<file path="config.mk">
export PLATFORM = sky130hd
export DESIGN_NAME = led_matrix_blink_scanner_flat
export DESIGN_NICKNAME = d
export VERILOG_FILES = /design/src/hdl/lmbs_pkg.sv /design/src/hdl/lmbs_ifs.sv /design/src/hdl/lmbs_ram.sv /design/src/hdl/led_matrix_blink_scanner.sv /design/src/flat_wrapper.sv
export SDC_FILE = /design/constraint.sdc
export NUM_CORES = 1
export LEC_CHECK = 0
export ABC_AREA = 1
export BUFFER_PORTS_ARGS = -buffer_cell sky130_fd_sc_hd__buf_2
export CAP_MARGIN = 15
export CORE_MARGIN = 2
export CORE_UTILIZATION = 61
export DETAILED_ROUTE_END_ITERATION = 7
export MAX_ROUTING_LAYER = met4
export PLACE_DENSITY = 0.87
export SLEW_MARGIN = 15
export SYNTH_ARGS = -nofsm -noshare
export SYNTH_HDL_FRONTEND = slang
export SYNTH_HIERARCHICAL = 1
export SYNTH_SLANG_ARGS = --single-unit
</file>
<file path="constraint.sdc">
create_clock -name clk -period 5 [get_ports clk]
set_input_delay 0.25 -clock clk [delete_from_list [all_inputs] [get_ports clk]]
set_output_delay 0.25 -clock clk [all_outputs]
set_load 0.01 [all_outputs]
</file>
<file path="src/hdl/lmbs_pkg.sv">
`timescale 1ns / 1ps

package lmbs_pkg;

	localparam int ROWS     = 4;
	localparam int COLS     = 12;
	localparam int ROW_W    = 2;
	localparam int COL_W    = 4;
	localparam int IDX_W    = 6;
	localparam int MODE_W   = 2;
	localparam int WORD_W   = 16;
	localparam int CNT_W    = 8;
	localparam int ADDR_W   = 3;
	localparam int DATA_W   = 32;
	localparam int LED_NUM  = ROWS * COLS;

	localparam logic [WORD_W-1:0] ROW_SEL_TOP = {1'b1, {(WORD_W-1){1'b0}}};

	localparam logic [CNT_W-1:0] DUTY_RST   = 8'd8;
	localparam logic [CNT_W-1:0] PERIOD_RST = 8'd16;

	localparam logic CMD_SET  = 1'b0;
	localparam logic CMD_TICK = 1'b1;

	localparam logic [MODE_W-1:0] MODE_OFF    = 2'd0;
	localparam logic [MODE_W-1:0] MODE_ON     = 2'd1;
	localparam logic [MODE_W-1:0] MODE_FIRST  = 2'd2;
	localparam logic [MODE_W-1:0] MODE_SECOND = 2'd3;

	localparam logic REG_DUTY   = 1'b0;
	localparam logic REG_PERIOD = 1'b1;

	typedef struct packed {
		logic [WORD_W-1:0] row_word;
		logic [ROW_W-1:0]  row_number;
		logic              second_phase;
	} rsp_t;

	// row by compare against each row's first index
	function automatic logic [ROW_W-1:0] idx_row(input logic [IDX_W-1:0] idx);
		logic [ROW_W-1:0] row;
		row = '0;
		for (int i = 1; i < ROWS; i++) begin
			if (idx >= IDX_W'(i * COLS)) begin
				row = ROW_W'(i);
			end
		end
		return row;
	endfunction

	function automatic logic [COL_W-1:0] idx_col(input logic [IDX_W-1:0] idx);
		logic [IDX_W-1:0] base;
		base = IDX_W'(idx_row(idx)) * IDX_W'(COLS);
		return COL_W'(idx - base);
	endfunction

endpackage

</file>
<file path="src/hdl/lmbs_ifs.sv">
`timescale 1ns / 1ps

interface lmbs_req_if;
	logic                         valid;
	logic                         ready;
	logic                         cmd;
	logic [lmbs_pkg::IDX_W-1:0]   led_index;
	logic [lmbs_pkg::MODE_W-1:0]  led_mode;

	modport source (output valid, output cmd, output led_index, output led_mode, input ready);
	modport sink   (input valid, input cmd, input led_index, input led_mode, output ready);
endinterface

interface lmbs_rsp_if;
	logic                         valid;
	logic                         ready;
	logic [lmbs_pkg::WORD_W-1:0]  row_word;
	logic [lmbs_pkg::ROW_W-1:0]   row_number;
	logic                         second_phase;

	modport source (output valid, output row_word, output row_number, output second_phase,
		input ready);
	modport sink   (input valid, input row_word, input row_number, input second_phase,
		output ready);
endinterface

</file>
<file path="src/hdl/lmbs_ram.sv">
`timescale 1ns / 1ps

module lmbs_ram #(
	parameter int WIDTH = 8,
	parameter int DEPTH = 4,
	localparam int AW = (DEPTH > 1) ? $clog2(DEPTH) : 1
) (
	input  logic             clk,
	input  logic             wr_en,
	input  logic [AW-1:0]    wr_addr,
	input  logic [WIDTH-1:0] wr_data,
	input  logic             rd_en,
	input  logic [AW-1:0]    rd_addr,
	output logic [WIDTH-1:0] rd_data
);

	logic [WIDTH-1:0] mem_q [DEPTH];

	always_ff @(posedge clk) begin
		if (wr_en) begin
			mem_q[wr_addr] <= wr_data;
		end
		if (rd_en) begin
			rd_data <= mem_q[rd_addr];
		end
	end

endmodule

</file>
<file path="src/hdl/led_matrix_blink_scanner.sv">
`timescale 1ns / 1ps

// LED matrix scanner with two-phase blink.
// req carries requests: cmd = set (led_index, led_mode) or tick. A set updates the
// first- and second-phase dark bitmaps of one row and returns nothing; indexes of 48
// and above are dropped. A tick returns one item on rsp: row_word (one-hot row select
// in bits 15..12, active-low columns in 11..0), row_number and second_phase.
// Both bitmaps share one 4 x 24 RAM. Ticks and in-range sets read it on accept; a set
// writes it in the next cycle, with the last write forwarded to the next request. One
// request per cycle is accepted while req.ready is high. Tick results reach rsp via
// the s1 registers and a 3-entry output queue holding them while rsp.ready is low.
// When a frame ends while blink_count + 1 reaches twice a lowered blink_period, the
// counter is reduced by a bit-serial remainder unit. req.ready drops when the queue
// could overflow or that unit runs. blink_duty and blink_period are APB registers
// at byte addresses 0 and 4. After arst_n every LED reads dark through per-row valid
// bits (no clearing pass), row and blink counter are 0, duty 8 and period 16.

module led_matrix_blink_scanner (
	input  logic                            clk,
	input  logic                            arst_n,
	lmbs_req_if.sink                        req,
	lmbs_rsp_if.source                      rsp,
	input  logic                            psel,
	input  logic                            penable,
	input  logic                            pwrite,
	input  logic [lmbs_pkg::ADDR_W-1:0]     paddr,
	input  logic [lmbs_pkg::DATA_W-1:0]     pwdata,
	output logic [lmbs_pkg::DATA_W-1:0]     prdata,
	output logic                            pready
);

	localparam int ENT_W     = 2 * lmbs_pkg::COLS;
	localparam int FIFO_D    = 3;
	localparam int MOD_LAST  = lmbs_pkg::CNT_W;
	localparam logic [lmbs_pkg::COLS-1:0] DARK = {lmbs_pkg::COLS{1'b1}};

	logic [lmbs_pkg::CNT_W-1:0] duty_q;
	logic [lmbs_pkg::CNT_W-1:0] period_q;
	logic [lmbs_pkg::ROW_W-1:0] scan_row_q;
	logic [lmbs_pkg::CNT_W-1:0] blink_count_q;
	logic [lmbs_pkg::ROWS-1:0]  row_valid_q;

	logic                       busy_q;
	logic [lmbs_pkg::CNT_W:0]   mod_n_q;
	logic [lmbs_pkg::CNT_W-1:0] mod_rem_q;
	logic [3:0]                 mod_step_q;

	logic                       valid_s1;
	logic                       tick_s1;
	logic [lmbs_pkg::ROW_W-1:0] row_s1;
	logic [lmbs_pkg::COL_W-1:0] col_s1;
	logic [lmbs_pkg::MODE_W-1:0] mode_s1;
	logic                       second_s1;
	logic                       vbit_s1;

	logic                       fwd_v_q;
	logic [lmbs_pkg::ROW_W-1:0] fwd_row_q;
	logic [ENT_W-1:0]           fwd_data_q;

	lmbs_pkg::rsp_t             fifo_q [FIFO_D];
	logic [1:0]                 cnt_q;

	logic                       cfg_wr;
	logic                       accept;
	logic                       is_tick;
	logic                       in_range;
	logic                       rd_en;
	logic [lmbs_pkg::ROW_W-1:0] rd_addr;
	logic                       second_now;
	logic                       frame_end;
	logic [lmbs_pkg::CNT_W-1:0] per_eff;
	logic [lmbs_pkg::CNT_W:0]   cnt_inc;
	logic [lmbs_pkg::CNT_W:0]   per_dbl;
	logic                       need_mod;
	logic [lmbs_pkg::CNT_W-1:0] cnt_fast;
	logic [lmbs_pkg::CNT_W:0]   mod_shift;
	logic [lmbs_pkg::CNT_W-1:0] mod_next;

	logic [ENT_W-1:0]           ram_rdata;
	logic [ENT_W-1:0]           cur_ent;
	logic [ENT_W-1:0]           new_ent;
	logic [lmbs_pkg::COLS-1:0]  col_bit;
	logic                       lit_first;
	logic                       lit_second;
	logic [lmbs_pkg::COLS-1:0]  first_new;
	logic [lmbs_pkg::COLS-1:0]  second_new;
	logic                       wr_en;
	logic [lmbs_pkg::COLS-1:0]  shown;
	lmbs_pkg::rsp_t             rsp_new;

	logic                       push;
	logic                       pop;
	logic [1:0]                 wr_idx;
	logic                       in_ready;

	// configuration
	assign pready = 1'b1;
	assign cfg_wr = psel && penable && pwrite;

	always_comb begin
		prdata = '0;
		case (paddr[2])
			lmbs_pkg::REG_DUTY:   prdata = lmbs_pkg::DATA_W'(duty_q);
			lmbs_pkg::REG_PERIOD: prdata = lmbs_pkg::DATA_W'(period_q);
			default:              prdata = '0;
		endcase
	end

	// accept stage
	assign in_ready  = !busy_q && ((3'(cnt_q) + 3'(push)) < 3'(FIFO_D));
	assign req.ready = in_ready;
	assign accept    = req.valid && in_ready;
	assign is_tick   = (req.cmd == lmbs_pkg::CMD_TICK);
	assign in_range  = (7'(req.led_index) < 7'(lmbs_pkg::LED_NUM));
	assign rd_en     = accept && (is_tick || in_range);
	assign rd_addr   = is_tick ? scan_row_q : lmbs_pkg::idx_row(req.led_index);

	assign second_now = !(blink_count_q < duty_q);
	assign frame_end  = accept && is_tick &&
		(scan_row_q == lmbs_pkg::ROW_W'(lmbs_pkg::ROWS - 1));
	assign per_eff    = (period_q == '0) ? lmbs_pkg::CNT_W'(1) : period_q;
	assign cnt_inc    = {1'b0, blink_count_q} + (lmbs_pkg::CNT_W + 1)'(1);
	assign per_dbl    = {per_eff, 1'b0};
	assign need_mod   = (cnt_inc >= per_dbl);
	assign cnt_fast   = (cnt_inc < {1'b0, per_eff}) ? cnt_inc[lmbs_pkg::CNT_W-1:0] :
		lmbs_pkg::CNT_W'(cnt_inc - {1'b0, per_eff});

	// bit-serial remainder
	assign mod_shift = {mod_rem_q, mod_n_q[lmbs_pkg::CNT_W]};
	assign mod_next  = (mod_shift >= {1'b0, per_eff}) ?
		lmbs_pkg::CNT_W'(mod_shift - {1'b0, per_eff}) : mod_shift[lmbs_pkg::CNT_W-1:0];

	always_ff @(posedge clk or negedge arst_n) begin
		if (!arst_n) begin
			duty_q        <= lmbs_pkg::DUTY_RST;
			period_q      <= lmbs_pkg::PERIOD_RST;
			scan_row_q    <= '0;
			blink_count_q <= '0;
			busy_q        <= 1'b0;
			mod_step_q    <= '0;
		end else begin
			if (cfg_wr) begin
				case (paddr[2])
					lmbs_pkg::REG_DUTY:   duty_q   <= pwdata[lmbs_pkg::CNT_W-1:0];
					lmbs_pkg::REG_PERIOD: period_q <= pwdata[lmbs_pkg::CNT_W-1:0];
					default: ;
				endcase
			end
			if (accept && is_tick) begin
				scan_row_q <= frame_end ? '0 : scan_row_q + lmbs_pkg::ROW_W'(1);
			end
			if (frame_end) begin
				if (need_mod) begin
					busy_q     <= 1'b1;
					mod_step_q <= '0;
				end else begin
					blink_count_q <= cnt_fast;
				end
			end
			if (busy_q) begin
				mod_step_q <= mod_step_q + 4'd1;
				if (mod_step_q == 4'(MOD_LAST)) begin
					busy_q        <= 1'b0;
					blink_count_q <= mod_next;
				end
			end
		end
	end

	always_ff @(posedge clk) begin
		if (frame_end && need_mod) begin
			mod_n_q   <= cnt_inc;
			mod_rem_q <= '0;
		end else if (busy_q) begin
			mod_n_q   <= {mod_n_q[lmbs_pkg::CNT_W-1:0], 1'b0};
			mod_rem_q <= mod_next;
		end
	end

	// row bitmap store: second phase in the upper half, first phase in the lower half
	lmbs_ram #(
		.WIDTH (ENT_W),
		.DEPTH (lmbs_pkg::ROWS)
	) u_ram (
		.clk     (clk),
		.wr_en   (wr_en),
		.wr_addr (row_s1),
		.wr_data (new_ent),
		.rd_en   (rd_en),
		.rd_addr (rd_addr),
		.rd_data (ram_rdata)
	);

	always_ff @(posedge clk or negedge arst_n) begin
		if (!arst_n) begin
			valid_s1    <= 1'b0;
			fwd_v_q     <= 1'b0;
			row_valid_q <= '0;
		end else begin
			valid_s1 <= rd_en;
			fwd_v_q  <= wr_en;
			if (wr_en) begin
				row_valid_q[row_s1] <= 1'b1;
			end
		end
	end

	always_ff @(posedge clk) begin
		if (rd_en) begin
			tick_s1   <= is_tick;
			row_s1    <= rd_addr;
			col_s1    <= lmbs_pkg::idx_col(req.led_index);
			mode_s1   <= req.led_mode;
			second_s1 <= second_now;
			vbit_s1   <= row_valid_q[rd_addr];
		end
		if (wr_en) begin
			fwd_row_q  <= row_s1;
			fwd_data_q <= new_ent;
		end
	end

	// modify stage
	always_comb begin
		if (fwd_v_q && (fwd_row_q == row_s1)) begin
			cur_ent = fwd_data_q;
		end else if (vbit_s1) begin
			cur_ent = ram_rdata;
		end else begin
			cur_ent = {DARK, DARK};
		end
	end

	assign col_bit    = lmbs_pkg::COLS'(1) << col_s1;
	assign lit_first  = (mode_s1 == lmbs_pkg::MODE_ON) || (mode_s1 == lmbs_pkg::MODE_FIRST);
	assign lit_second = (mode_s1 == lmbs_pkg::MODE_ON) || (mode_s1 == lmbs_pkg::MODE_SECOND);
	assign first_new  = lit_first ? (cur_ent[lmbs_pkg::COLS-1:0] & ~col_bit) :
		(cur_ent[lmbs_pkg::COLS-1:0] | col_bit);
	assign second_new = lit_second ? (cur_ent[ENT_W-1:lmbs_pkg::COLS] & ~col_bit) :
		(cur_ent[ENT_W-1:lmbs_pkg::COLS] | col_bit);
	assign new_ent    = {second_new, first_new};
	assign wr_en      = valid_s1 && !tick_s1;

	assign shown = second_s1 ? cur_ent[ENT_W-1:lmbs_pkg::COLS] : cur_ent[lmbs_pkg::COLS-1:0];
	assign rsp_new.row_word     = (lmbs_pkg::ROW_SEL_TOP >> row_s1) | lmbs_pkg::WORD_W'(shown);
	assign rsp_new.row_number   = row_s1;
	assign rsp_new.second_phase = second_s1;

	// output queue
	assign push   = valid_s1 && tick_s1;
	assign pop    = (cnt_q != '0) && rsp.ready;
	assign wr_idx = cnt_q - 2'(pop);

	always_ff @(posedge clk or negedge arst_n) begin
		if (!arst_n) begin
			cnt_q <= '0;
		end else begin
			cnt_q <= cnt_q + 2'(push) - 2'(pop);
		end
	end

	always_ff @(posedge clk) begin
		for (int i = 0; i < FIFO_D; i++) begin
			if (push && (wr_idx == 2'(i))) begin
				fifo_q[i] <= rsp_new;
			end else if (pop && (i < FIFO_D - 1)) begin
				fifo_q[i] <= fifo_q[(i < FIFO_D - 1) ? i + 1 : i];
			end
		end
	end

	assign rsp.valid        = (cnt_q != '0);
	assign rsp.row_word     = fifo_q[0].row_word;
	assign rsp.row_number   = fifo_q[0].row_number;
	assign rsp.second_phase = fifo_q[0].second_phase;

endmodule
</file>
<file path="src/flat_wrapper.sv">
// flat-port wrapper written by rule: the top's interface ports become plain ports
module led_matrix_blink_scanner_flat 
  (clk, arst_n, psel, penable, pwrite, paddr, pwdata, prdata, pready, req_valid, req_cmd, req_led_index, req_led_mode, req_ready, rsp_valid, rsp_row_word, rsp_row_number, rsp_second_phase, rsp_ready);
  lmbs_req_if req_i ();
  lmbs_rsp_if rsp_i ();
  input  logic clk;
  input  logic arst_n;
  input  logic psel;
  input  logic penable;
  input  logic pwrite;
  input  logic [lmbs_pkg::ADDR_W-1:0] paddr;
  input  logic [lmbs_pkg::DATA_W-1:0] pwdata;
  output logic [lmbs_pkg::DATA_W-1:0] prdata;
  output logic pready;
  input wire logic [$bits(req_i.valid)-1:0] req_valid;
  input wire logic [$bits(req_i.cmd)-1:0] req_cmd;
  input wire logic [$bits(req_i.led_index)-1:0] req_led_index;
  input wire logic [$bits(req_i.led_mode)-1:0] req_led_mode;
  output wire logic [$bits(req_i.ready)-1:0] req_ready;
  output wire logic [$bits(rsp_i.valid)-1:0] rsp_valid;
  output wire logic [$bits(rsp_i.row_word)-1:0] rsp_row_word;
  output wire logic [$bits(rsp_i.row_number)-1:0] rsp_row_number;
  output wire logic [$bits(rsp_i.second_phase)-1:0] rsp_second_phase;
  input wire logic [$bits(rsp_i.ready)-1:0] rsp_ready;
  assign req_i.valid = req_valid;
  assign req_i.cmd = req_cmd;
  assign req_i.led_index = req_led_index;
  assign req_i.led_mode = req_led_mode;
  assign req_ready = req_i.ready;
  assign rsp_valid = rsp_i.valid;
  assign rsp_row_word = rsp_i.row_word;
  assign rsp_row_number = rsp_i.row_number;
  assign rsp_second_phase = rsp_i.second_phase;
  assign rsp_i.ready = rsp_ready;
  led_matrix_blink_scanner u_core (.clk(clk), .arst_n(arst_n), .req(req_i), .rsp(rsp_i), .psel(psel), .penable(penable), .pwrite(pwrite), .paddr(paddr), .pwdata(pwdata), .prdata(prdata), .pready(pready));
endmodule
</file>
# After elaboration in Yosys (flattened, before gate mapping)
# Memory sizes are Yosys's and may differ from the RTL's. A register that Yosys moved wholly into a read port is not among the register bits.
# Index checks and enable logic that the tools add are counted.
# W data, S select, Z words.
[word_totals]
in_bits = 51
regBits = 93
mem_bits_ro = 0
memories = 2
elab_cells = 143
output_inout_bits = 54
latch_bits = 0
ramBits = 153
[memory_table]
columns = ["name", "depth", "word_bits", "read_ports", "rd_ports_with_merged_regs", "wr", "line", "text"]
rows = [
  ["u_core.u_ram.mem_q", 4, 24, 1, 1, 1, "lmbs_ram.sv:17", "logic [WIDTH-1:0] mem_q [DEPTH];"],
  ["u_core.fifo_q", 3, 19, 3, 0, 3, "led_matrix_blink_scanner.sv:60", "lmbs_pkg::rsp_t fifo_q [FIFO_D];"],
]
[op_classes]
n_eq_ne = 8
shift = 2
n_addsub = 10
order_cmp = 12
n_reduce_logical = 31
n_div = 0
n_mul = 1
muxes = 47
n_bitwise = 10
[ops]
columns = ["operator", "n"]
rows = [
  ["$pmux W32 S2", 1],
  ["$mux W8", 7],
  ["$mux W24", 2],
  ["$mux W19", 2],
  ["$mux W12", 3],
  ["$and A12 B12 Y12", 2],
  ["$or A12 B12 Y12", 2],
  ["$mux W1", 20],
  ["$mux W9", 2],
  ["$logic_and A1 B1 Y1", 16],
  ["$or A16 B12 Y16", 1],
  ["$shr A16 B2 Y16 const A", 1],
  ["$sub A8 B8 Y8", 2],
  ["$mux W4", 3],
  ["$not A12 Y12", 1],
  ["$shl A1 B4 Y12 const A", 1],
  ["$mux W2", 5],
  ["$add A8 B1 Y9 const B", 1],
  ["$ge A9 B8 Y1", 1],
  ["$ge A9 B9 Y1", 1],
  ["$lt A9 B8 Y1", 1],
  ["$eq A2 B2 Y1 const B", 4],
  ["$logic_not A8 Y1", 1],
  ["$lt A8 B8 Y1", 1],
  ["other kinds (27)", 40],
]

# Depth between registers and ports, before layout
# Gate-level depths: netlist of run 1.
[logic_depth]
depth_word = 10
mapped_depth = 18
ltp_nobuf = 18

# Cells and area by module
# Netlist of run 1, hierarchy kept.
[by_module_without_submodules]
columns = ["module", "n_inst", "seq_area_each_um2", "cells_per_inst", "area_each_um2"]
rows = [
  ["led_matrix_blink_scanner", 1, 4231.6, 1063, 8851.0],
  ["lmbs_ram", 1, 3603.5, 408, 4778.3],
]

# Least setup slack after synthesis of run 1
# OpenSTA, ideal clock, no wires.
[synth_path]
kind = "register to register"
startpoint = "reg u_core.tick_s1"
endpoint = "mem u_core/u_ram/mem_q[1][0] (netlist name), enable pin"
required_ns = 4.565
stages_incl_launch_ff = 4
n_path_buf = 0
arrival_ns = 3.570
period_less_slack_ns = 4.006
setup_ns = 0.435
setup_slack_ns = 0.994
path_cell_list = "edfxtp_1 > nor2_1 > inv_1 > nor3_1"
[synth_via]
elab_chain_len = 4
[synth_rtl]
columns = ["element", "line", "text"]
rows = [
  ["start, declared", "led_matrix_blink_scanner.sv:49", "logic tick_s1;"],
  ["start signal, assigned", "led_matrix_blink_scanner.sv:210", "tick_s1 <= is_tick;"],
  ["$logic_not A1 Y1", "led_matrix_blink_scanner.sv:242", "assign wr_en = valid_s1 && !tick_s1;"],
  ["$logic_and A1 B1 Y1", "led_matrix_blink_scanner.sv:242", ""],
  ["net u_core.wr_en", "led_matrix_blink_scanner.sv:87", "logic wr_en;"],
  ["$mux W1", "lmbs_ram.sv:20", "if (wr_en) begin"],
  ["$mux W1 (implied by the code)", "lmbs_ram.sv:21", "mem_q[wr_addr] <= wr_data;"],
  ["end, declared", "lmbs_ram.sv:17", ""],
]
# The timed path passes the listed nets, and every way through them passes these cells.

# Worst setup path after layout of run 1
[layout_path]
startpoint = "reg u_core/blink_count_q[0] (netlist name)"
endpoint = "reg u_core.mod_step_q[1]"
[layout_via]
elab_chain_len = 4
[layout_rtl]
columns = ["element", "line", "text"]
rows = [
  ["start, declared", "led_matrix_blink_scanner.sv:40", "logic [lmbs_pkg::CNT_W-1:0] blink_count_q;"],
  ["start signal, assigned", "led_matrix_blink_scanner.sv:157", "blink_count_q <= cnt_fast;"],
  ["start signal, assigned", "led_matrix_blink_scanner.sv:164", "blink_count_q <= mod_next;"],
  ["$add A8 B1 Y9", "led_matrix_blink_scanner.sv:122", "assign cnt_inc = {1'b0, blink_count_q} + (lmbs_pkg::CNT_W + 1)'(1);"],
  ["$ge A9 B9 Y1", "led_matrix_blink_scanner.sv:124", "assign need_mod = (cnt_inc >= per_dbl);"],
  ["$reduce_bool A2 Y1 (no line)", "n/a", ""],
  ["$reduce_and A2 Y1 (no line)", "n/a", ""],
  ["end signal, assigned", "led_matrix_blink_scanner.sv:161", "mod_step_q <= mod_step_q + 4'd1;"],
  ["end, declared", "led_matrix_blink_scanner.sv:46", "logic [3:0] mod_step_q;"],
]
# Every way passes these cells.
# A chain may end at the register's enable or synchronous reset.

==> out/summary.txt, run 1 <==
clk sinks: 270
Worst setup EP type: flip-flop
P_leak: 6.75 nW
row count: 54
number of global-route vias before repair: 9954
r2r endpoint: u_core/mod_step_q[1]
TritonCTS clock tree: built
first-pass GRT wire length: 47100 um
area grow syn2layout: 9.24%
io pins: 105
Setup crit end: u_core/mod_step_q[1]
Fin Setup TNS: 0 ns
most frequent CP cell: nand2_1
worst skew pair latency: 0.53 ns
Synth Register Bits: 270
Root Buffer: clkbuf_16
total grt overflow: 0
wire length per cell: 16.1 um
postcts setup bufs: 0
Max-Cap Viols: 0
Critical Path Slowest Stage Cell: nand2_1
synth warn: 6
largest net degree at the start of global routing: 52
PortBufs: 53
via count: 10000
Mean Syn Cell Area: 9.27 um^2
worst-path cell chain: ha_1, nand3_1, nor2_1, nand3_1, nand2_1, inv_1, ha_1, nand2_1, a21oi_1, nor2_1, nand3_1, nand2_1, nand2_1, o21ai_0
crit path launch: u_core/blink_count_q[0]
status: completed
Initial DRC Count: 827
Hold WC Path Type: in -> reg
R2R depth: 14
Startpoint Class: flip-flop
relative slew slack: 29.3%
critical path data required time: 5.43 ns
Max Slew Vio Count: 0
post-synthesis cell type count: 44
vias per inst: 5.53
Post-synth EDFFs: 223
CTS clk-pin slew, worst paths: 0.06 ns
worst hold stages: 4
leading post-synthesis cells by cell area: edfxtp_1, nand2_1, dfrtp_1, inv_1, ha_1
antenna cells: 0
number of gates resized after cts: 0
initial antenna violation count: 0
flop2flop setup slack: 1.19 ns
first drt pass iteration count: 7
htree depth: 1
All-Layer GR Usage: 25.3%
Post-DP HPWL: 19200 um
Clock Path Buffers: 3
actual slew at the worst max-slew pin: 1.06 ns
CP arrival: 4.25 ns
Post-Layout Cell Count: 1814
CTS buffer count: 27
die area: 23600 um^2
maximum vdd drop: 0.450 mV
biggest area consumer among synthesized cells: edfxtp_1
Buf+Inv Stages, Crit Path: 1
routability congestion estimate: 0.955
final worst path period share: 76.2%
reg2reg start: u_core/blink_count_q[0]
Post-synth top flop: edfxtp_1
fin crit period: 3.81 ns
synthesized cell area: 13600 um^2
endpoints failing hold: 0
max incr delay on CP: 0.63 ns
cell count after synthesis: 1471
DRC: 0
Pwr Density: 619 nW/um^2
post-route ant nets: 0
async set-or-reset flop fraction in the synthesized netlist: 14.4%
Final Net Count: 1610
Die Ht: 153 um
sequential element share of the synthesized area: 57.5%
top-area cell type share of the netlist area: 49.1%
RSZ-0062 raised after global routing: false
hold buffers post-CTS: 14
highest clock rate: 262 MHz
Filler cells: 1533
Largest delay share family, worst path: simple AND/OR/NAND/NOR gates
Crit Path Max Fanout: 26
Die W: 153 um
critical path class: reg -> reg
layout cells sized above 1: 9.32%
skew final: 0.0170 ns
Initial Util: 62.3%
final number of setup-violating endpoints: 0
Post-Place Cells: 1751
Core ar.: 21900 um^2
WP depth: 14
final WL: 29300 um
cells in the mapped netlist (3+ instances only):
| library cell | n |
|---|---|
| a21oi_1 | 34 |
| and2_4 | 11 |
| buf_2 | 19 |
| buf_4 | 49 |
| buf_6 | 3 |
| clkbuf_1 | 14 |
| dfrtp_1 | 37 |
| dfxtp_1 | 8 |
| edfxtp_1 | 223 |
| ha_1 | 43 |
| inv_1 | 228 |
| inv_2 | 3 |
| nand2_1 | 459 |
| nand3_1 | 92 |
| nand3_2 | 3 |
| nand4_1 | 13 |
| nor2_1 | 65 |
| nor2_2 | 4 |
| nor3_1 | 5 |
| o211ai_1 | 4 |
| o21ai_0 | 99 |
| o21ai_2 | 9 |
| xnor2_1 | 8 |
| xor2_1 | 9 |
state kept, by name, indices dropped and copies added (netlist names):
name	cells
u_core/u_ram/mem_q	96
u_core/fifo_q	57
u_core/fwd_data_q	24
u_core/u_ram/rd_data	24
u_core/mod_n_q	9
u_core/blink_count_q	8
u_core/duty_q	8
u_core/mod_rem_q	8
u_core/period_q	8
u_core/col_s1	4
u_core/mod_step_q	4
u_core/row_valid_q	4
u_core/cnt_q	2
u_core/fwd_row_q	2
u_core/mode_s1	2
u_core/row_s1	2
u_core/scan_row_q	2
u_core/busy_q	1
u_core/fwd_v_q	1
u_core/second_s1	1
u_core/tick_s1	1
u_core/valid_s1	1
u_core/vbit_s1	1
metal layers:
metal	vias up	GRT usage (%)	routed length, um
met5	-	-	0
met4	0	8.04	624
met3	60	2.98	1890
met2	426	46.8	15700
met1	4766	28.6	11000
li1	4775	-	-
power breakdown:
group | total [mW] | internal (mW) | switching (mW)
Combinational | 3.54 | 1.15 | 2.39
Sequential | 3.69 | 3.35 | 0.342
Clock | 1.98 | 1.16 | 0.814
Total | 9.21 | 5.67 | 3.54
layout make-up:
type | count | area (um^2) | share of cell area (%)
Multi-Input combinational cell | 908 | 4500 | 30.2
Sequential cell | 270 | 7840 | 52.6
Clock inverter | 15 | 155 | 1.04
Inverter | 231 | 867 | 5.82
Tap cell | 280 | 350 | 2.35
Clock buffer | 34 | 712 | 4.78
Timing Repair Buffer | 76 | 473 | 3.18
logic make-up after synthesis:
kind of cell	count (synthesis)	share of synthesized area, %
other	2	0.0551
xor gates and xnor gates	17	1.09
DFF	270	57.5
AOI/OAI and AO/OA	160	6.45
and+or+nand+nor	661	20.3
buffers and inverters	316	10.4
adders and majority gates	45	4.24
how the worst min path moves through the flow:
stage	to	start	slack [ns]
global placement	u_core/period_q[1]	arst_n	0.41
CTS	u_core/scan_row_q[1]	req_valid	0.10
global route	u_core/scan_row_q[1]	req_valid	0.13
finish	u_core/scan_row_q[1]	req_valid	0.12
floorplan	u_core/blink_count_q[0]	arst_n	-0.05
detailed placement	u_core/col_s1[0]	req_led_index[0]	0.43
layout by cell type (no fill, tap or decap), types with 13 or more instances in the layout:
cell type      netlist  routed
a21oi_1             34      34
buf_2               19      53
clkbuf_16            0      27
conb_1               2      25
dfrtp_1             37      37
dlygate4sd3_1        0      14
edfxtp_1           223     223
ha_1                43      43
inv_1              228     228
nand2_1            459     459
nand3_1             92      92
nand4_1             13      13
nor2_1              65      64
o21ai_0             99      98
tightest hold or removal path: cells and delay by family:
family        cells  cell delay [ns]
buf+inv           1             0.11
simple gates      3             0.25
stage by stage:
step | area [um^2] | utilization (%) | worst slack, ns | hold slack, ns | total power [mW]
floorplan | 13700 | - | 0.994 | -0.0456 | 6.33
global placement | 13900 | 63.4 | 1.51 | 0.411 | 6.94
detailed placement | 13900 | 63.4 | 1.33 | 0.430 | 7.18
CTS | 14900 | 68.0 | 1.26 | 0.104 | 9.19
global route | 14900 | 68.0 | 0.834 | 0.129 | 9.83
finish | 14900 | 68.0 | 1.19 | 0.115 | 9.21
Note: power is estimated with default switching activity, not from simulation.
==> run 2: changes to the inputs <==
==> constraint.sdc (replaced) <==
create_clock -name clk -period 3.9 [get_ports clk]
set_input_delay 0.195 -clock clk [delete_from_list [all_inputs] [get_ports clk]]
set_output_delay 0.195 -clock clk [all_outputs]
set_load 0.01 [all_outputs]
==> run 2 against run 1 <==
Compared with the run above:
- setup slack worse by 0.27 ns
- die area unchanged
- non-clock buffer count increased by 3
- final area about the same
- clock skew down 0.0043 ns
- critical endpoint is now u_core/mod_step_q[0]
==> out/summary.txt, run 2 (synthesized netlist as in run 1, its figures left out) <==
Clock Power Share: 21.4%
initial antenna violation count: 0
highest-count cells in the layout ignoring fill and taps: nand2_1, inv_1, edfxtp_1
GRT Max-Usage Layer: met2
highest clock rate: 335 MHz
worst-path cell chain: ha_1, nand3_1, xor2_1, inv_1, ha_1, a21oi_1, nand2_1, nand2_1, nand3_1, nand2_1, nand2_1, o21ai_0
WP depth: 12
Total Power: 11.8 mW
Post-DP HPWL: 18800 um
skew final: 0.0127 ns
top flop regs: u_core/u_ram/mem_q (96), u_core/fifo_q (57)
Logic pwr share: 38.6%
CTS buffer count: 27
switch share: 38.6%
Internal Power: 7.25 mW
number of global-route vias before repair: 9785
Max Slew Vio Count: 0
Startpoint Class: flip-flop
vias per inst: 5.48
Clock Path Buffers: 3
TritonCTS clock tree: built
critical path class: reg -> reg
status: completed
final worst path period share: 76.5%
total grt overflow: 0
met3 usage: 3.40%
endpoints failing hold: 0
Max-Cap Viols: 0
All-Layer GR Usage: 25.1%
critical path data required time: 4.34 ns
routability congestion estimate: 0.897
Initial Util: 62.3%
Die Ht: 153 um
Hold WC Path Type: in -> reg
R2R depth: 12
Initial DRC Count: 865
die area: 23600 um^2
first-pass GRT wire length: 46600 um
largest net degree at the start of global routing: 52
clk sinks: 270
Crit Path Max Fanout: 13
worst skew pair latency: 0.55 ns
Root Buffer: clkbuf_16
final WL: 29100 um
postcts setup bufs: 0
CP arrival: 3.43 ns
Hold WS: 0.0479 ns
Die W: 153 um
first drt pass iteration count: 6
P_leak: 6.75 nW
Psw: 4.55 mW
Pwr Density: 791 nW/um^2
met1 global-route usage: 29.1%
most frequent CP cell: nand2_1
design area: 14900 um^2
Core ar.: 21900 um^2
max FFs per register: 96
Largest delay share family, worst path: simple AND/OR/NAND/NOR gates
via count: 9954
commonest non-fill, non-tap cell in the layout: nand2_1
Final Core Density: 68.1%
wire length per cell: 16.0 um
DRC: 0
io pins: 105
RSZ-0062 raised after global routing: false
actual slew at the worst max-slew pin: 1.07 ns
Final Net Count: 1613
Sequential Power Share: 40.0%
fin crit period: 2.98 ns
area grow syn2layout: 9.34%
PortBufs: 53
worst hold stages: 4
post-route ant nets: 0
number of gates resized after cts: 0
Largest Register: u_core/u_ram/mem_q
antenna cells: 0
htree depth: 1
Critical Path Slowest Stage Cell: dfrtp_1
met2 Usage GRT: 44.1%
Worst setup EP type: flip-flop
maximum vdd drop: 0.656 mV
row count: 54
CTS clk-pin slew, worst paths: 0.06 ns
Buf+Inv Stages, Crit Path: 1
relative slew slack: 28.1%
placed cell areas: 13900 um^2
final number of setup-violating endpoints: 0
layout cells sized above 1: 9.36%
max incr delay on CP: 0.44 ns
-- run 2: cell types whose count changed in the layout (fill, tap and decap cells not counted), moves of 2 or more --
cell	change
buf_4	+3
clkinv_1	-3
clkbuf_1	+6
clkinv_4	-2
-- run 2: cell type report --
type / count / area, um^2
Multi-Input combinational cell: 908 / 4500
Tap cell: 280 / 350
Sequential cell: 270 / 7840
Clock inverter: 9 / 110
Fill cell: 1526 / 6990
Timing Repair Buffer: 79 / 495
Clock buffer: 41 / 748
Inverter: 231 / 867
-- run 2: metal layers --
| metal | vias up | share of wire (%) |
|---|---|---|
| met4 | 0 | 3.9 |
| met2 | 463 | 51 |
| li1 | 4788 | - |
| met1 | 4599 | 37 |
| met5 | - | 0 |
| met3 | 104 | 7.7 |
-- run 2: timing repair --
| action | 4_1_cts | 5_1_grt |
|---|---|---|
| hold buffers | 14 | 0 |
| setup endpoints to repair | 0 | 0 |
| endpoints found under the hold margin | 58 | 0 |
-- run 2: worst register-to-register path: stages (launching register included) --
cell	delay (ns)
dfrtp_1	0.44
ha_1	0.24
nand3_1	0.16
xor2_1	0.32
inv_1	0.12
ha_1	0.35
a21oi_1	0.16
nand2_1	0.07
nand2_1	0.08
nand3_1	0.17
nand2_1	0.14
nand2_1	0.33
o21ai_0	0.32
-- run 2: path summary, 6_finish.rpt --
check | startpoint | endpoint | slack [ns]
hold reg to reg | u_core/row_valid_q[1] | u_core/row_valid_q[1] | 0.48
setup reg to reg | u_core/blink_count_q[1] | u_core/mod_step_q[0] | 0.92
hold / removal | req_valid | u_core/scan_row_q[1] | 0.05
min in group asynchronous | arst_n | u_core/duty_q[1] | 0.33
setup / recovery | u_core/blink_count_q[1] | u_core/mod_step_q[0] | 0.92
max in group asynchronous | arst_n | u_core/blink_count_q[4] | 2.99
-- run 2: stage by stage --
| stage | worst slack [ns] | TNS (ns) | cells |
|---|---|---|---|
| floorplan | -0.106 | -10.13 | 1494 |
| global placement | 1.07 | 0 | 1754 |
| detailed placement | 0.984 | 0 | 1754 |
| CTS | 0.992 | 0 | 1818 |
| global route | 0.640 | 0 | 1818 |
| finish | 0.918 | 0 | 1818 |
-- run 2: power groups by stage --
stage,combinational [mW],sequential [mW],clock [mW]
finish,4.55,4.72,2.52
global route,5.13,4.79,2.66
CTS,4.50,4.71,2.56
detailed placement,4.43,4.76,0
global placement,4.20,4.71,0
floorplan,3.50,4.61,0
==> run 3: changes to the inputs <==
==> constraint.sdc (replaced) <==
create_clock -name clk -period 2.95 [get_ports clk]
set_input_delay 0.1475 -clock clk [delete_from_list [all_inputs] [get_ports clk]]
set_output_delay 0.1475 -clock clk [all_outputs]
set_load 0.01 [all_outputs]
==> run 3 against run 2 <==
Compared with the run above:
- the run now ends with design-rule violations left
- final cell count grew 0.88%
- sequential cell count unchanged
- critical path depth is 3 higher
- first-iteration DRC count rose by 35%
- utilization increased by 1.7 points
- sequential share of layout area down 1.3 points
- final area increased by 2.5%
- sequential power rose by 32%
- routed wire length grew 9.8%
- register-to-register slack got worse by 0.78 ns
- clock power increased by 53%
- total power grew 40%
==> out/summary.txt, run 3 (synthesized netlist as in run 1, its figures left out) <==
io pins: 105
first drt pass iteration count: 7
Clock Path Buffers: 3
Initial DRC Count: 1169
Largest Register: u_core/u_ram/mem_q
Max Slew Vio Count: 0
Root Buffer: clkbuf_16
vias per inst: 5.65
highest-count cells in the layout ignoring fill and taps: nand2_1, inv_1, edfxtp_1
total grt overflow: 0
clk sinks: 270
row count: 54
Post-Place Cells: 1770
CTS clk-pin slew, worst paths: 0.07 ns
largest net degree at the start of global routing: 52
final number of setup-violating endpoints: 0
Post-DP HPWL: 18900 um
DRC: 1
area grow syn2layout: 12.1%
highest clock rate: 356 MHz
Critical Path Slowest Stage Cell: dfrtp_1
Die W: 153 um
top flop regs: u_core/u_ram/mem_q (96), u_core/fifo_q (57)
Filler cells: 1451
Fin Setup TNS: 0 ns
Pwr Density: 1080 nW/um^2
critical path data required time: 3.29 ns
antenna cells: 0
design area: 15300 um^2
endpoints failing hold: 0
pre-CTS WS: 0.111 ns
TritonCTS clock tree: built
Sequential Power Share: 37.8%
CP arrival: 3.15 ns
Initial Util: 62.3%
first-pass GRT wire length: 51100 um
Hold WC Path Type: in -> reg
Startpoint Class: flip-flop
max incr delay on CP: 0.35 ns
PortBufs: 53
max FFs per register: 96
Internal Power: 10.1 mW
Final Core Density: 69.8%
failing checks: design-rule violations
RSZ-0062 raised after global routing: true
routability congestion estimate: 0.943
status: finished with violations
Worst setup EP type: flip-flop
placed cell areas: 14100 um^2
final WL: 32000 um
initial antenna violation count: 0
Logic pwr share: 39.0%
Total Power: 16.6 mW
switch share: 38.8%
PnR worst setup slack: 0.141 ns
CTS buffer count: 27
relative slew slack: 31.3%
actual slew at the worst max-slew pin: 1.03 ns
Post-Layout Cell Count: 1834
via count: 10400
Clock Power Share: 23.3%
worst-path cell chain: ha_1, nand3_2, nor2_2, nand3_1, nand2_2, inv_1, ha_1, nand2_1, a21oi_1, nor2_1, nand3_2, nand2_2, buf_4, nand2_1, o31ai_4
P_leak: 6.93 nW
die area: 23600 um^2
Hold WS: 0.0660 ns
Largest delay share family, worst path: simple AND/OR/NAND/NOR gates
All-Layer GR Usage: 27.9%
Core ar.: 21900 um^2
Final Net Count: 1630
Crit Path Max Fanout: 7
commonest non-fill, non-tap cell in the layout: nand2_1
wire length per cell: 17.4 um
htree depth: 1
Max-Cap Viols: 0
worst skew pair latency: 0.56 ns
number of global-route vias before repair: 10200
Buf+Inv Stages, Crit Path: 2
layout cells sized above 1: 11.4%
maximum vdd drop: 1.01 mV
fin crit period: 2.81 ns
Psw: 6.43 mW
Die Ht: 153 um
final worst path period share: 95.2%
skew final: 0.0398 ns
post-route ant nets: 0
critical path class: reg -> reg
run 3: changes by cell type in the layout (fill, tap and decap cells not counted), moves of 3 or more:
cell | previous run | this run
nand2_1 | 459 | 456
nand2_2 | 1 | 4
buf_4 | 12 | 25
bufinv_16 | 2 | 7
clkbuf_1 | 12 | 1
clkinv_4 | 0 | 4
nor3_4 | 0 | 4
nor3_2 | 5 | 1
run 3: routing by layer:
| layer | vias up | global-route usage [%] | share of wire (%) |
|---|---|---|---|
| li1 | 4814 | - | - |
| met1 | 4794 | 32.1 | 35 |
| met2 | 612 | 48.2 | 52 |
| met3 | 135 | 3.80 | 8.3 |
| met4 | 0 | 13.8 | 4.5 |
| met5 | - | - | 0 |
run 3: final timing paths:
check / start / to / slack (ns) / cells after the start
setup / recovery: u_core/blink_count_q[0] / u_core/mod_n_q[8] / 0.14 / 15
hold / removal: req_valid / u_core/scan_row_q[1] / 0.07 / 4
setup reg to reg: u_core/blink_count_q[0] / u_core/mod_n_q[8] / 0.14 / 15
hold reg to reg: u_core/duty_q[7] / u_core/duty_q[7] / 0.50 / 2
max in group asynchronous: arst_n / u_core/row_valid_q[1] / 2.10 / 2
min in group asynchronous: arst_n / u_core/period_q[1] / 0.27 / 2
run 3: cell type report:
type | count | area, um^2 | share of cell area (%)
flip-flops and latches | 270 | 7840 | 51.3
multi-input cells | 908 | 4560 | 29.9
inverters | 231 | 867 | 5.68
clock buffers | 29 | 693 | 4.54
repair buffers | 96 | 656 | 4.29
well taps | 280 | 350 | 2.29
clock inverters | 20 | 307 | 2.01
run 3: power groups by stage:
stage / Sequential (mW) / Clock (mW) / Combinational (mW)
3_5_place_dp: 6.27 / 0 / 6.10
6_report: 6.25 / 3.85 / 6.45
4_1_cts: 6.22 / 3.85 / 6.25
3_3_place_gp: 6.22 / 0 / 5.79
2_1_floorplan: 6.09 / 0 / 4.64
5_1_grt: 6.33 / 4.03 / 7.24
run 3: worst min-delay path, stage by stage:
cell	delay (ns)
buf_2	0.11
nand4_1	0.17
nand2_1	0.08
nand2_1	0.08
run 3: repair_timing:
action | 4_1_cts | 5_1_grt
resized for setup | 0 | 12
setup buffers | 0 | 1
setup endpoints to repair | 0 | 30
endpoints found under the hold margin | 58 | 0
hold buffers | 14 | 0
